<file path="src/hdl/dre_pkg.sv">
// Shared types and constants for the DNS reply answer extractor.
// No dependencies; every other file in hdl/ except dre_if.sv imports this package.
package dre_pkg;

	// Defaults for the top-level parameters
	localparam int PAYLOAD_BYTES_DEF = 512;
	localparam int MAX_RDATA_DEF     = 1023;

	// Datagram layout
	localparam int HDR_LEN    = 12;
	localparam int RR_LEN     = 10;
	localparam int LABEL_MAX  = 63;
	localparam int Q_DEPTH    = 4;

	// Configuration register indexes
	localparam logic [1:0] REG_QUERY_ID    = 2'd0;
	localparam logic [1:0] REG_QUERY_TYPE  = 2'd1;
	localparam logic [1:0] REG_QUERY_CLASS = 2'd2;

	// Status codes of the final word
	localparam logic [2:0] ST_OK        = 3'd0;
	localparam logic [2:0] ST_RCODE     = 3'd1;
	localparam logic [2:0] ST_NO_ANSWER = 3'd2;
	localparam logic [2:0] ST_ID_MISM   = 3'd3;
	localparam logic [2:0] ST_MALFORMED = 3'd4;

	// Result word kinds
	localparam logic KIND_DATA   = 1'b0;
	localparam logic KIND_STATUS = 1'b1;

	typedef struct packed {
		logic [15:0] query_id;
		logic [15:0] query_type;
		logic [15:0] query_class;
	} cfg_t;

	typedef struct packed {
		logic       kind;
		logic [7:0] rdata_byte;
		logic [2:0] status;
		logic [3:0] rcode;
		logic [9:0] rdata_length;
		logic       last;
	} result_t;

	// Words one input byte may produce: an rdata word, then a status word
	typedef struct packed {
		logic    dat_vld;
		result_t dat_item;
		logic    sts_vld;
		result_t sts_item;
	} push_t;

endpackage

</file>
<file path="src/hdl/dre_if.sv">
// Valid/ready channel interfaces for the DNS reply answer extractor.
// Input channel carries datagram bytes, output channel carries result words.
interface dre_in_if;
	logic       valid;
	logic       ready;
	logic [7:0] data_byte;
	logic       last_byte;

	modport source (output valid, output data_byte, output last_byte, input ready);
	modport sink (input valid, input data_byte, input last_byte, output ready);
endinterface

interface dre_out_if;
	logic       valid;
	logic       ready;
	logic       kind;
	logic [7:0] rdata_byte;
	logic [2:0] status;
	logic [3:0] rcode;
	logic [9:0] rdata_length;
	logic       last;

	modport source (output valid, output kind, output rdata_byte, output status,
		output rcode, output rdata_length, output last, input ready);
	modport sink (input valid, input kind, input rdata_byte, input status,
		input rcode, input rdata_length, input last, output ready);
endinterface

</file>
<file path="src/hdl/dre_parser.sv">
// Byte-serial parser: header checks, question skip, answer walk, rdata stream.
// Depends on dre_pkg; produces up to two result words per accepted byte.
module dre_parser
	import dre_pkg::*;
#(
	parameter int PAYLOAD_BYTES = PAYLOAD_BYTES_DEF,
	parameter int MAX_RDATA     = MAX_RDATA_DEF
) (
	input  logic       clk,
	input  logic       arst_n,
	input  logic       step,
	input  logic [7:0] data_byte,
	input  logic       last_byte,
	input  cfg_t       cfg,
	output push_t      push
);

	localparam int POS_W  = $clog2(HDR_LEN + PAYLOAD_BYTES + 1);
	localparam int SKIP_W = $clog2(PAYLOAD_BYTES + 65536 + 1);
	localparam int RDL_W  = $clog2(MAX_RDATA + 1);

	typedef enum logic [2:0] {
		PH_HEADER, PH_QSKIP, PH_ANAME, PH_RRHDR, PH_RDATA, PH_MATCHED, PH_FAIL
	} phase_t;

	phase_t              phase_q, phase_d;
	logic [POS_W-1:0]    pos_q, pos_d;
	logic [15:0]         id_q, id_d;
	logic [7:0]          f1_q, f1_d;
	logic [7:0]          f2_q, f2_d;
	logic [15:0]         ancount_q, ancount_d;
	logic [15:0]         qleft_q, qleft_d;
	logic [15:0]         aseen_q, aseen_d;
	logic [SKIP_W-1:0]   skip_q, skip_d;
	logic [15:0]         rtype_q, rtype_d;
	logic [15:0]         rclass_q, rclass_d;
	logic [15:0]         rdlen_q, rdlen_d;
	logic [RDL_W-1:0]    rleft_q, rleft_d;
	logic [2:0]          oflag_q, oflag_d;

	logic [SKIP_W-1:0]   idx;
	logic [SKIP_W-1:0]   diff;
	logic [3:0]          off;
	logic [15:0]         rl;
	logic                emit_dat;
	logic [2:0]          st;
	logic [3:0]          rc;
	logic [9:0]          len;

	assign idx  = SKIP_W'(pos_q) - SKIP_W'(HDR_LEN);
	assign diff = idx - skip_q;
	assign off  = diff[3:0];
	assign rl   = {rdlen_q[7:0], data_byte};

	// Next parse state for the byte on the input
	always_comb begin
		phase_d   = phase_q;
		pos_d     = pos_q;
		id_d      = id_q;
		f1_d      = f1_q;
		f2_d      = f2_q;
		ancount_d = ancount_q;
		qleft_d   = qleft_q;
		aseen_d   = aseen_q;
		skip_d    = skip_q;
		rtype_d   = rtype_q;
		rclass_d  = rclass_q;
		rdlen_d   = rdlen_q;
		rleft_d   = rleft_q;
		oflag_d   = oflag_q;
		emit_dat  = 1'b0;

		if (pos_q < POS_W'(HDR_LEN + PAYLOAD_BYTES)) begin
			pos_d = pos_q + POS_W'(1);
			if (pos_q < POS_W'(HDR_LEN)) begin
				// Collect header fields by byte offset
				case (pos_q[3:0])
					4'd0: id_d[15:8] = data_byte;
					4'd1: id_d[7:0] = data_byte;
					4'd2: f1_d = data_byte;
					4'd3: f2_d = data_byte;
					4'd4, 4'd5: qleft_d = {qleft_q[7:0], data_byte};
					4'd6, 4'd7: ancount_d = {ancount_q[7:0], data_byte};
					default: ;
				endcase
				// Judge the header on its last byte
				if (pos_q == POS_W'(HDR_LEN - 1)) begin
					if (id_q != cfg.query_id) begin
						phase_d = PH_FAIL;
						oflag_d = ST_ID_MISM;
					end else if (!f1_q[7] || f1_q[6:3] != 4'd0) begin
						phase_d = PH_FAIL;
						oflag_d = ST_MALFORMED;
					end else if (f2_q[3:0] != 4'd0) begin
						phase_d = PH_FAIL;
						oflag_d = ST_RCODE;
					end else if (ancount_q == 16'd0) begin
						phase_d = PH_FAIL;
						oflag_d = ST_NO_ANSWER;
					end else begin
						phase_d = (qleft_q != 16'd0) ? PH_QSKIP : PH_ANAME;
					end
				end
			end else if (idx >= skip_q) begin
				case (phase_q)
					// Skip question names, then the fixed type and class
					PH_QSKIP: begin
						if (data_byte > 8'(LABEL_MAX)) begin
							skip_d  = idx + SKIP_W'(6);
							qleft_d = qleft_q - 16'd1;
						end else if (data_byte == 8'd0) begin
							skip_d  = idx + SKIP_W'(5);
							qleft_d = qleft_q - 16'd1;
						end else begin
							skip_d = idx + SKIP_W'(data_byte) + SKIP_W'(1);
						end
						if (qleft_d == 16'd0) begin
							phase_d = PH_ANAME;
						end
					end
					// Skip the owner name of an answer record
					PH_ANAME: begin
						if (data_byte > 8'(LABEL_MAX)) begin
							skip_d  = idx + SKIP_W'(2);
							phase_d = PH_RRHDR;
						end else if (data_byte == 8'd0) begin
							skip_d  = idx + SKIP_W'(1);
							phase_d = PH_RRHDR;
						end else begin
							skip_d = idx + SKIP_W'(data_byte) + SKIP_W'(1);
						end
					end
					// Collect type, class and rdlength, then decide on the record
					PH_RRHDR: begin
						case (off)
							4'd0: rtype_d[15:8] = data_byte;
							4'd1: rtype_d[7:0] = data_byte;
							4'd2: rclass_d[15:8] = data_byte;
							4'd3: rclass_d[7:0] = data_byte;
							4'd8, 4'd9: rdlen_d = rl;
							default: ;
						endcase
						if (off == 4'(RR_LEN - 1)) begin
							skip_d = idx + SKIP_W'(1);
							if (rtype_q != cfg.query_type || rclass_q != cfg.query_class) begin
								aseen_d = aseen_q + 16'd1;
								skip_d  = idx + SKIP_W'(1) + SKIP_W'(rl);
								if (({1'b0, aseen_q} + 17'd1) >= {1'b0, ancount_q}) begin
									phase_d = PH_FAIL;
									oflag_d = ST_MALFORMED;
								end else begin
									phase_d = PH_ANAME;
								end
							end else if (rl > 16'(MAX_RDATA)) begin
								phase_d = PH_FAIL;
								oflag_d = ST_MALFORMED;
							end else begin
								rleft_d = rl[RDL_W-1:0];
								phase_d = (rl != 16'd0) ? PH_RDATA : PH_MATCHED;
							end
						end
					end
					// Stream the matched record's data
					PH_RDATA: begin
						rleft_d  = rleft_q - RDL_W'(1);
						emit_dat = 1'b1;
						if (rleft_q == RDL_W'(1)) begin
							phase_d = PH_MATCHED;
						end
					end
					default: ;
				endcase
			end
		end
	end

	// Final status from the state after this byte
	always_comb begin
		st  = ST_MALFORMED;
		rc  = 4'd0;
		len = 10'd0;
		if (pos_d < POS_W'(HDR_LEN)) begin
			st = ST_MALFORMED;
		end else if (phase_d == PH_FAIL) begin
			st = oflag_d;
			if (oflag_d == ST_RCODE) begin
				rc = f2_d[3:0];
			end
		end else if (phase_d == PH_MATCHED) begin
			st  = ST_OK;
			len = rdlen_d[9:0];
		end
	end

	// Words handed to the output queue
	always_comb begin
		push.dat_vld               = step && emit_dat;
		push.dat_item.kind         = KIND_DATA;
		push.dat_item.rdata_byte   = data_byte;
		push.dat_item.status       = ST_OK;
		push.dat_item.rcode        = 4'd0;
		push.dat_item.rdata_length = 10'd0;
		push.dat_item.last         = 1'b0;
		push.sts_vld               = step && last_byte;
		push.sts_item.kind         = KIND_STATUS;
		push.sts_item.rdata_byte   = 8'd0;
		push.sts_item.status       = st;
		push.sts_item.rcode        = rc;
		push.sts_item.rdata_length = len;
		push.sts_item.last         = 1'b1;
	end

	// Hold parse state; advance on each accepted byte, clear after the last one
	always_ff @(posedge clk or negedge arst_n) begin
		if (!arst_n) begin
			phase_q   <= PH_HEADER;
			pos_q     <= '0;
			id_q      <= '0;
			f1_q      <= '0;
			f2_q      <= '0;
			ancount_q <= '0;
			qleft_q   <= '0;
			aseen_q   <= '0;
			skip_q    <= '0;
			rtype_q   <= '0;
			rclass_q  <= '0;
			rdlen_q   <= '0;
			rleft_q   <= '0;
			oflag_q   <= '0;
		end else if (step) begin
			if (last_byte) begin
				phase_q   <= PH_HEADER;
				pos_q     <= '0;
				id_q      <= '0;
				f1_q      <= '0;
				f2_q      <= '0;
				ancount_q <= '0;
				qleft_q   <= '0;
				aseen_q   <= '0;
				skip_q    <= '0;
				rtype_q   <= '0;
				rclass_q  <= '0;
				rdlen_q   <= '0;
				rleft_q   <= '0;
				oflag_q   <= '0;
			end else begin
				phase_q   <= phase_d;
				pos_q     <= pos_d;
				id_q      <= id_d;
				f1_q      <= f1_d;
				f2_q      <= f2_d;
				ancount_q <= ancount_d;
				qleft_q   <= qleft_d;
				aseen_q   <= aseen_d;
				skip_q    <= skip_d;
				rtype_q   <= rtype_d;
				rclass_q  <= rclass_d;
				rdlen_q   <= rdlen_d;
				rleft_q   <= rleft_d;
				oflag_q   <= oflag_d;
			end
		end
	end

endmodule

</file>
<file path="src/hdl/dre_out_queue.sv">
// Small result queue: takes up to two words per cycle, releases one per cycle.
// Depends on dre_pkg for the word and push types.
module dre_out_queue
	import dre_pkg::*;
(
	input  logic    clk,
	input  logic    arst_n,
	input  push_t   push,
	input  logic    pop,
	output logic    room,
	output logic    head_vld,
	output result_t head
);

	localparam int PTR_W = $clog2(Q_DEPTH);
	localparam int CNT_W = $clog2(Q_DEPTH + 1);

	result_t          mem_q [Q_DEPTH];
	logic [PTR_W-1:0] wp_q, rp_q;
	logic [CNT_W-1:0] cnt_q;
	logic [1:0]       n_push;
	logic [PTR_W-1:0] sts_ptr;

	assign n_push   = {1'b0, push.dat_vld} + {1'b0, push.sts_vld};
	assign sts_ptr  = wp_q + PTR_W'(push.dat_vld);
	assign room     = cnt_q <= CNT_W'(Q_DEPTH - 2);
	assign head_vld = cnt_q != '0;
	assign head     = mem_q[rp_q];

	// Store words: data word first, status word behind it
	always_ff @(posedge clk) begin
		if (push.dat_vld) begin
			mem_q[wp_q] <= push.dat_item;
		end
		if (push.sts_vld) begin
			mem_q[sts_ptr] <= push.sts_item;
		end
	end

	// Advance pointers and fill count
	always_ff @(posedge clk or negedge arst_n) begin
		if (!arst_n) begin
			wp_q  <= '0;
			rp_q  <= '0;
			cnt_q <= '0;
		end else begin
			wp_q  <= wp_q + PTR_W'(n_push);
			rp_q  <= rp_q + PTR_W'(pop);
			cnt_q <= cnt_q + CNT_W'(n_push) - CNT_W'(pop);
		end
	end

endmodule

</file>
<file path="src/hdl/dns_response_answer_extractor.sv">
// DNS reply answer extractor, top level. Depends on dre_pkg, dre_if, dre_parser, dre_out_queue.
// Throughput: one datagram byte per cycle while ready is high; the byte that carries last can make two words,
// so ready is low whenever the four-word output queue holds more than two words.
// Output: a result word is valid on the output in the cycle after its byte is accepted when
// the queue ahead of it is empty; words already queued and dout stalls delay it further.
// Reset: arst_n clears the parse state and the queue, sets query_id 0, type 1, class 1.
module dns_response_answer_extractor
	import dre_pkg::*;
#(
	parameter int PAYLOAD_BYTES = PAYLOAD_BYTES_DEF,
	parameter int MAX_RDATA     = MAX_RDATA_DEF
) (
	input  logic        clk,
	input  logic        arst_n,
	dre_in_if.sink      din,
	dre_out_if.source   dout,
	input  logic        cfg_we,
	input  logic [1:0]  cfg_index,
	input  logic [15:0] cfg_data
);

	cfg_t    cfg_q;
	push_t   push;
	logic    step;
	logic    room;
	logic    head_vld;
	result_t head;

	// Configuration registers
	always_ff @(posedge clk or negedge arst_n) begin
		if (!arst_n) begin
			cfg_q.query_id    <= 16'd0;
			cfg_q.query_type  <= 16'd1;
			cfg_q.query_class <= 16'd1;
		end else if (cfg_we) begin
			case (cfg_index)
				REG_QUERY_ID:    cfg_q.query_id <= cfg_data;
				REG_QUERY_TYPE:  cfg_q.query_type <= cfg_data;
				REG_QUERY_CLASS: cfg_q.query_class <= cfg_data;
				default: ;
			endcase
		end
	end

	// Accept a byte whenever the queue can take two more words
	assign din.ready = room;
	assign step      = din.valid && room;

	dre_parser #(
		.PAYLOAD_BYTES (PAYLOAD_BYTES),
		.MAX_RDATA     (MAX_RDATA)
	) u_parser (
		.clk       (clk),
		.arst_n    (arst_n),
		.step      (step),
		.data_byte (din.data_byte),
		.last_byte (din.last_byte),
		.cfg       (cfg_q),
		.push      (push)
	);

	dre_out_queue u_queue (
		.clk      (clk),
		.arst_n   (arst_n),
		.push     (push),
		.pop      (head_vld && dout.ready),
		.room     (room),
		.head_vld (head_vld),
		.head     (head)
	);

	// Drive the output channel from the queue head
	assign dout.valid        = head_vld;
	assign dout.kind         = head.kind;
	assign dout.rdata_byte   = head.rdata_byte;
	assign dout.status       = head.status;
	assign dout.rcode        = head.rcode;
	assign dout.rdata_length = head.rdata_length;
	assign dout.last         = head.last;

endmodule

</file>
<file path="src/flat_wrapper.sv">
// flat-port wrapper written by rule: the top's interface ports become plain ports
module dns_response_answer_extractor_flat import dre_pkg::*;
#(
	parameter int PAYLOAD_BYTES = PAYLOAD_BYTES_DEF,
	parameter int MAX_RDATA     = MAX_RDATA_DEF
)
  (clk, arst_n, cfg_we, cfg_index, cfg_data, din_valid, din_data_byte, din_last_byte, din_ready, dout_valid, dout_kind, dout_rdata_byte, dout_status, dout_rcode, dout_rdata_length, dout_last, dout_ready);
  dre_in_if din_i ();
  dre_out_if dout_i ();
  input  logic clk;
  input  logic arst_n;
  input  logic cfg_we;
  input  logic [1:0] cfg_index;
  input  logic [15:0] cfg_data;
  input wire logic [$bits(din_i.valid)-1:0] din_valid;
  input wire logic [$bits(din_i.data_byte)-1:0] din_data_byte;
  input wire logic [$bits(din_i.last_byte)-1:0] din_last_byte;
  output wire logic [$bits(din_i.ready)-1:0] din_ready;
  output wire logic [$bits(dout_i.valid)-1:0] dout_valid;
  output wire logic [$bits(dout_i.kind)-1:0] dout_kind;
  output wire logic [$bits(dout_i.rdata_byte)-1:0] dout_rdata_byte;
  output wire logic [$bits(dout_i.status)-1:0] dout_status;
  output wire logic [$bits(dout_i.rcode)-1:0] dout_rcode;
  output wire logic [$bits(dout_i.rdata_length)-1:0] dout_rdata_length;
  output wire logic [$bits(dout_i.last)-1:0] dout_last;
  input wire logic [$bits(dout_i.ready)-1:0] dout_ready;
  assign din_i.valid = din_valid;
  assign din_i.data_byte = din_data_byte;
  assign din_i.last_byte = din_last_byte;
  assign din_ready = din_i.ready;
  assign dout_valid = dout_i.valid;
  assign dout_kind = dout_i.kind;
  assign dout_rdata_byte = dout_i.rdata_byte;
  assign dout_status = dout_i.status;
  assign dout_rcode = dout_i.rcode;
  assign dout_rdata_length = dout_i.rdata_length;
  assign dout_last = dout_i.last;
  assign dout_i.ready = dout_ready;
  dns_response_answer_extractor #(.PAYLOAD_BYTES(PAYLOAD_BYTES), .MAX_RDATA(MAX_RDATA)) u_core (.clk(clk), .arst_n(arst_n), .din(din_i), .dout(dout_i), .cfg_we(cfg_we), .cfg_index(cfg_index), .cfg_data(cfg_data));
endmodule
</file>
<file path="config.mk">
export PLATFORM = sky130hd
export DESIGN_NAME = dns_response_answer_extractor_flat
export DESIGN_NICKNAME = d
export VERILOG_FILES = /design/src/hdl/dre_pkg.sv /design/src/hdl/dre_if.sv /design/src/hdl/dre_parser.sv /design/src/hdl/dre_out_queue.sv /design/src/hdl/dns_response_answer_extractor.sv /design/src/flat_wrapper.sv
export SDC_FILE = /design/constraint.sdc
export NUM_CORES = 1
export LEC_CHECK = 0
export ABC_CLOCK_PERIOD_IN_PS = 8500
export BUFFER_PORTS_ARGS = -buffer_cell sky130_fd_sc_hd__buf_2
export CORE_MARGIN = 2
export CORE_UTILIZATION = 36
export DETAILED_ROUTE_END_ITERATION = 8
export PLACE_DENSITY = 0.54
export SLEW_MARGIN = 25
export SYNTH_ARGS = -nofsm -noshare
export SYNTH_HDL_FRONTEND = slang
export SYNTH_SLANG_ARGS = --single-unit
</file>
<file path="constraint.sdc">
create_clock -name clk -period 8.5 [get_ports clk]
set_clock_uncertainty 0.05 [all_clocks]
set_input_delay 1.275 -clock clk [delete_from_list [all_inputs] [get_ports clk]]
set_output_delay 1.275 -clock clk [all_outputs]
set_load 0.05 [all_outputs]
</file>
### Word level (Yosys, flattened, before mapping)

Memories as Yosys holds them, arrays and structs flattened.
Index checks and enable logic that the tools add are counted.

* ROM bits: 0
* RAM bits: 108
* bits in registers: 216
* output and inout port bits: 29
* memories kept: 1
* input port bits: 32
* logic and storage cells: 265
* bits in latches: 0

* equal/unequal tests: 31
* multiply operators: 0
* multiplexer cells: 128
* add/subtract/negate cells: 20
* reductions and logical operators: 54
* div/mod/pow operators: 0
* $lt $le $gt $ge: 8
* shifts and indexed selects: 0
* bitwise logic cells: 0

Memories
* u_core.u_queue.mem_q: depth 4, bits a word 27, rd ports 1, clocked after Yosys merged registers in 0, write ports 2, line dre_out_queue.sv:18 `result_t mem_q [Q_DEPTH];`

Operators with widths (count)
* two-way mux 16 bit: 36
* two-way mux 10 bit: 18
* two-way mux 17 bit: 10
* two-way mux 3 bit: 33
* two-way mux 8 bit: 10
* case mux 17 bit (3 select lines): 1
* inequality test 16 bit: 3
* adder 17 x 1 -> 17 bit (second input constant): 2
* adder 17 x 3 -> 17 bit (second input constant): 2
* zero test 16 bit: 2
* nonzero test 16 bit: 2
* AND reduction 6 bit: 5
* two-way mux 4 bit: 7
* nonzero test 2 bit: 14
* < comparator 10 x 4 -> 1 bit (second input constant): 2
* case mux 10 bit (2 select lines): 1
* adder 16 x 1 -> 17 bit (second input constant): 1
* adder 17 x 16 -> 17 bit: 1
* adder 17 x 2 -> 17 bit (second input constant): 1
* adder 17 x 8 -> 17 bit: 1
* greater-or-equal comparator 17 x 16 -> 1 bit: 1
* greater-or-equal comparator 17 bit: 1
* adder 16 x 1 -> 16 bit (second input constant): 1
* equality test 4 x 2 -> 1 bit (second input constant): 4
* other kinds (44): 82

### Longest topological paths before layout

* depth after elaboration: 17
* depth in mapped cells: 19
* gate-level depth less buffers: 17

### Hierarchy

From an unflattened synthesis, not the netlist that was laid out.

* cell total of the unflattened synthesis: 1942
* area total of the unflattened synthesis: 20186.9 sq um

By module, submodules not included
* dre_parser: area each 12619.6 sq um, cells each 1537, sequential area each 3953.8 sq um, instances 1
* dre_out_queue: area each 5736.8 sq um, cells each 301, sequential area each 3418.3 sq um, instances 1
* dns_response_answer_extractor: area each 1830.5 sq um, cells each 104, sequential area each 1203.7 sq um, instances 1

### Least setup slack after synthesis

Ideal clock, no wire load.

* path kind: register to register
* start: reg u_core.u_parser.pos_q[7]
* end: mem u_core.u_queue.mem_q[1][10] in the netlist's numbering (enable)
* period minus slack after synthesis: 5027 ps
* path buffers: 2
* required time: 8035 ps
* setup time: 415 ps
* path slack: 3473 ps
* arrival time: 4562 ps
* stages on the path, launching flop included: 15
* cells stage by stage: dfrtp_1 buf_6 or4_4 nor2_1 xnor2_1 inv_1 ha_1 nand2_1 a2111oi_0 a22oi_1 a211oi_4 and3_1 buf_4 nand2_1 o21ai_0

RTL lines
* from (decl): line dre_parser.sv:27 `logic [POS_W-1:0] pos_q, pos_d;`
* from (signal assigned): line dre_parser.sv:248 `pos_q <= pos_d;`
* to (decl): line dre_out_queue.sv:18

==> metrics.txt <==
post-CTS sizing 0; CTS tree yes; Syn. warnings 0; Post-CTS Setup Bufs 0; most frequent cells in the layout dfrtp_1, nand2_1, nor2_1, o21ai_0, mux2_2; fmax 0.166 GHz; CP Data Required Time 8.86 ns; H-tree depth 2; vias in the first global route 14975; min-delay worst type reg -> reg; leading area contributor after synthesis dfrtp_1; GRT met2 Usage 35.4%; clk sinks 317; Async SR Flop Fraction 67.2%; GRT overflow 0; outcome completed; DRT iter0 DRCs 1349; Syn Nets 2034; post-layout min period 6.03 ns; I/O Pins 61; Max Buffers Root-to-Sink 3; top cells by area, synth dfrtp_1, edfxtp_1, mux2_2; port bufs 60; Worst EP arrival 6.38 ns; Final Cycle Share 70.9%; syn_area_per_cell 9.88 um^2; post-synth top area share 27.9%; pwr dens 295 mW/mm^2; Seq/Total Area, Yosys 42.7%; final HPWL from detailed placement 42.8 mm; Fin. Hold Viols 0; row cnt 84; hold_ws 0.405 ns; Post-Synthesis Cells 1918; Layout Nets 2067; main flop type after synthesis dfrtp_1; Final Max Slew Viols 0; CP max FO 15; Die X 233 um; # setup viols final 0; measured slew at the worst slew-check pin 1.08 ns; Antenna Nets Post-Route 0; initial core utilization 36.2%; layout cells sized above 1 16.5%; GPL Wtd Cong 0.971; Vias 15262; routed vias/inst 5.72; Die Span Y 233 um; CTS root buf clkbuf_16; Synth Register Bits 317; met3 Use GR 2.87%; Max-cap violations 0; clock transition at the registers of the reported paths 0.06 ns; initial antenna violation count 0; Remaining DRCs 0; first-pass GRT wire length 91.0 mm; Global Route met1 Usage 29.8%; routed len/inst 22.1 um; Num CTS Buffers 37; largest net degree at the start of global routing 77; nature of the critical path endpoint flop; critical path class reg -> reg; Final Routed Wirelength 58.9 mm; setup TNS 0 ns; DR pass1 iterations 5; total die area 0.0545 mm^2; Total GRT Usage 21.7%; core box area 0.0523 mm^2; Inserted Diodes 0; worst skew pair latency 0.56 ns; maximum vdd ir drop 189 uV; CP Launch Type flop; area delta synth->final 11.9%; Netlist cell types 98; Leakage 0.00847 uW; Most Crowded Layer GR met2; Synth Cell Area 0.0190 mm^2; RSZ-0062 raised after global routing no; commonest non-fill, non-tap cell in the layout dfrtp_1; EDFF count, synth 68; Hold Buf Count CTS 0; worst slew margin relative to its limit 27.7%
==> power by group <==
group	total [uW]	internal, uW	switching, uW
clock	1660	979	677
combinational	2400	944	1450
sequential	2210	1900	313
total	6260	3820	2440
==> per-layer routing <==
layer  wire (um)  vias to the layer above
met2       27600                      533
met5           0                        -
met3        3090                       99
met4        1750                        0
met1       26500                     7570
li1            -                     7060
==> flip-flops by register name, summed over array words and instances, names as in the netlist <==
signal / count
u_core.u_parser.f2_q: 4
u_core.u_parser.ancount_q: 16
u_core.u_queue.cnt_q: 3
u_core.u_parser.qleft_q: 16
u_core.u_parser.rclass_q: 16
u_core.u_parser.rtype_q: 16
u_core.u_parser.pos_q: 10
u_core.u_parser.id_q: 16
u_core.u_parser.rdlen_q: 10
u_core.u_queue.mem_q: 104
u_core.u_queue.rp_q: 2
u_core.u_queue.wp_q: 2
u_core.u_parser.rleft_q: 10
u_core.u_parser.phase_q: 3
u_core.cfg_q: 48
u_core.u_parser.aseen_q: 16
u_core.u_parser.oflag_q: 3
u_core.u_parser.skip_q: 17
u_core.u_parser.f1_q: 5
==> critical path, cell delays in order, from the launching register on <==
cell	delay, ns
dfrtp_1	0.65
ha_1	0.52
nor2_1	0.20
xnor2_1	0.49
inv_1	0.17
ha_1	0.34
nand2_1	0.07
a2111oi_0	0.34
a22oi_1	0.31
a211oi_4	0.46
and3_1	0.38
ha_1	0.36
nor3_1	0.90
nand3_2	0.42
nor2_1	0.22
==> cells by family (layout without fill, tap and decap cells) <==
logic type / after synthesis / in the layout / share of synthesized area (%)
muxes: 171 / 171 / 11.5
buffers and inverters: 170 / 232 / 3.62
DFF: 317 / 317 / 42.7
AOI/OAI and AO/OA: 431 / 431 / 15.0
adders and majority gates: 84 / 84 / 5.70
xor gates and xnor gates: 122 / 122 / 5.64
and+or+nand+nor: 623 / 623 / 15.8
==> metrics by stage <==
stage | util (%) | std cells | power, uW | area [um^2] | worst slack, ns
3_5_place_dp | 38.1 | 2599 | 4610 | 19900 | 2.64
5_1_grt | 40.5 | 2668 | 6630 | 21200 | 2.03
2_1_floorplan | - | 1918 | 3940 | 19000 | 3.47
4_1_cts | 40.5 | 2667 | 6290 | 21200 | 2.61
3_3_place_gp | 38.1 | 2599 | 4570 | 19900 | 2.80
6_report | 40.5 | 2668 | 6260 | 21200 | 2.47
==> final timing paths <==
check | slack (ns) | endpoint | start | depth (start not counted)
worst max register to register | 2.47 | u_core.u_queue.mem_q[0][2] | u_core.u_parser.pos_q[2] | 14
worst min register to register | 0.40 | u_core.u_queue.mem_q[3][0] | u_core.u_queue.mem_q[3][0] | 2
max in group asynchronous | 6.37 | u_core.u_parser.qleft_q[8] | arst_n | 2
worst min-delay path | 0.40 | u_core.u_queue.mem_q[3][0] | u_core.u_queue.mem_q[3][0] | 2
worst max-delay path | 2.47 | u_core.u_queue.mem_q[0][2] | u_core.u_parser.pos_q[2] | 14
min in group asynchronous | 0.64 | u_core.u_parser.rclass_q[9] | arst_n | 1
==> cell type report <==
type / count / area, um^2
clock buffers: 49 / 1020
clock inverters: 19 / 229
fillers: 5176 / 31100
inverters: 78 / 293
multi-input cells: 1431 / 10200
flip-flops and latches: 317 / 8100
well taps: 688 / 861
repair buffers: 86 / 513
==> synth_stat cells, types with 19 or more instances <==
master	count
dfrtp_1	211
nand2_1	189
nor2_1	188
o21ai_0	112
mux2_2	109
a21oi_1	107
xnor2_1	100
ha_1	80
inv_1	74
edfxtp_1	68
clkbuf_1	66
nor3_1	47
dfxtp_1	36
mux2i_1	36
nand3_1	36
a22o_1	31
nand4_1	29
mux4_2	26
xor2_1	22
o31ai_1	19
Power figures use the tool's default switching activity.
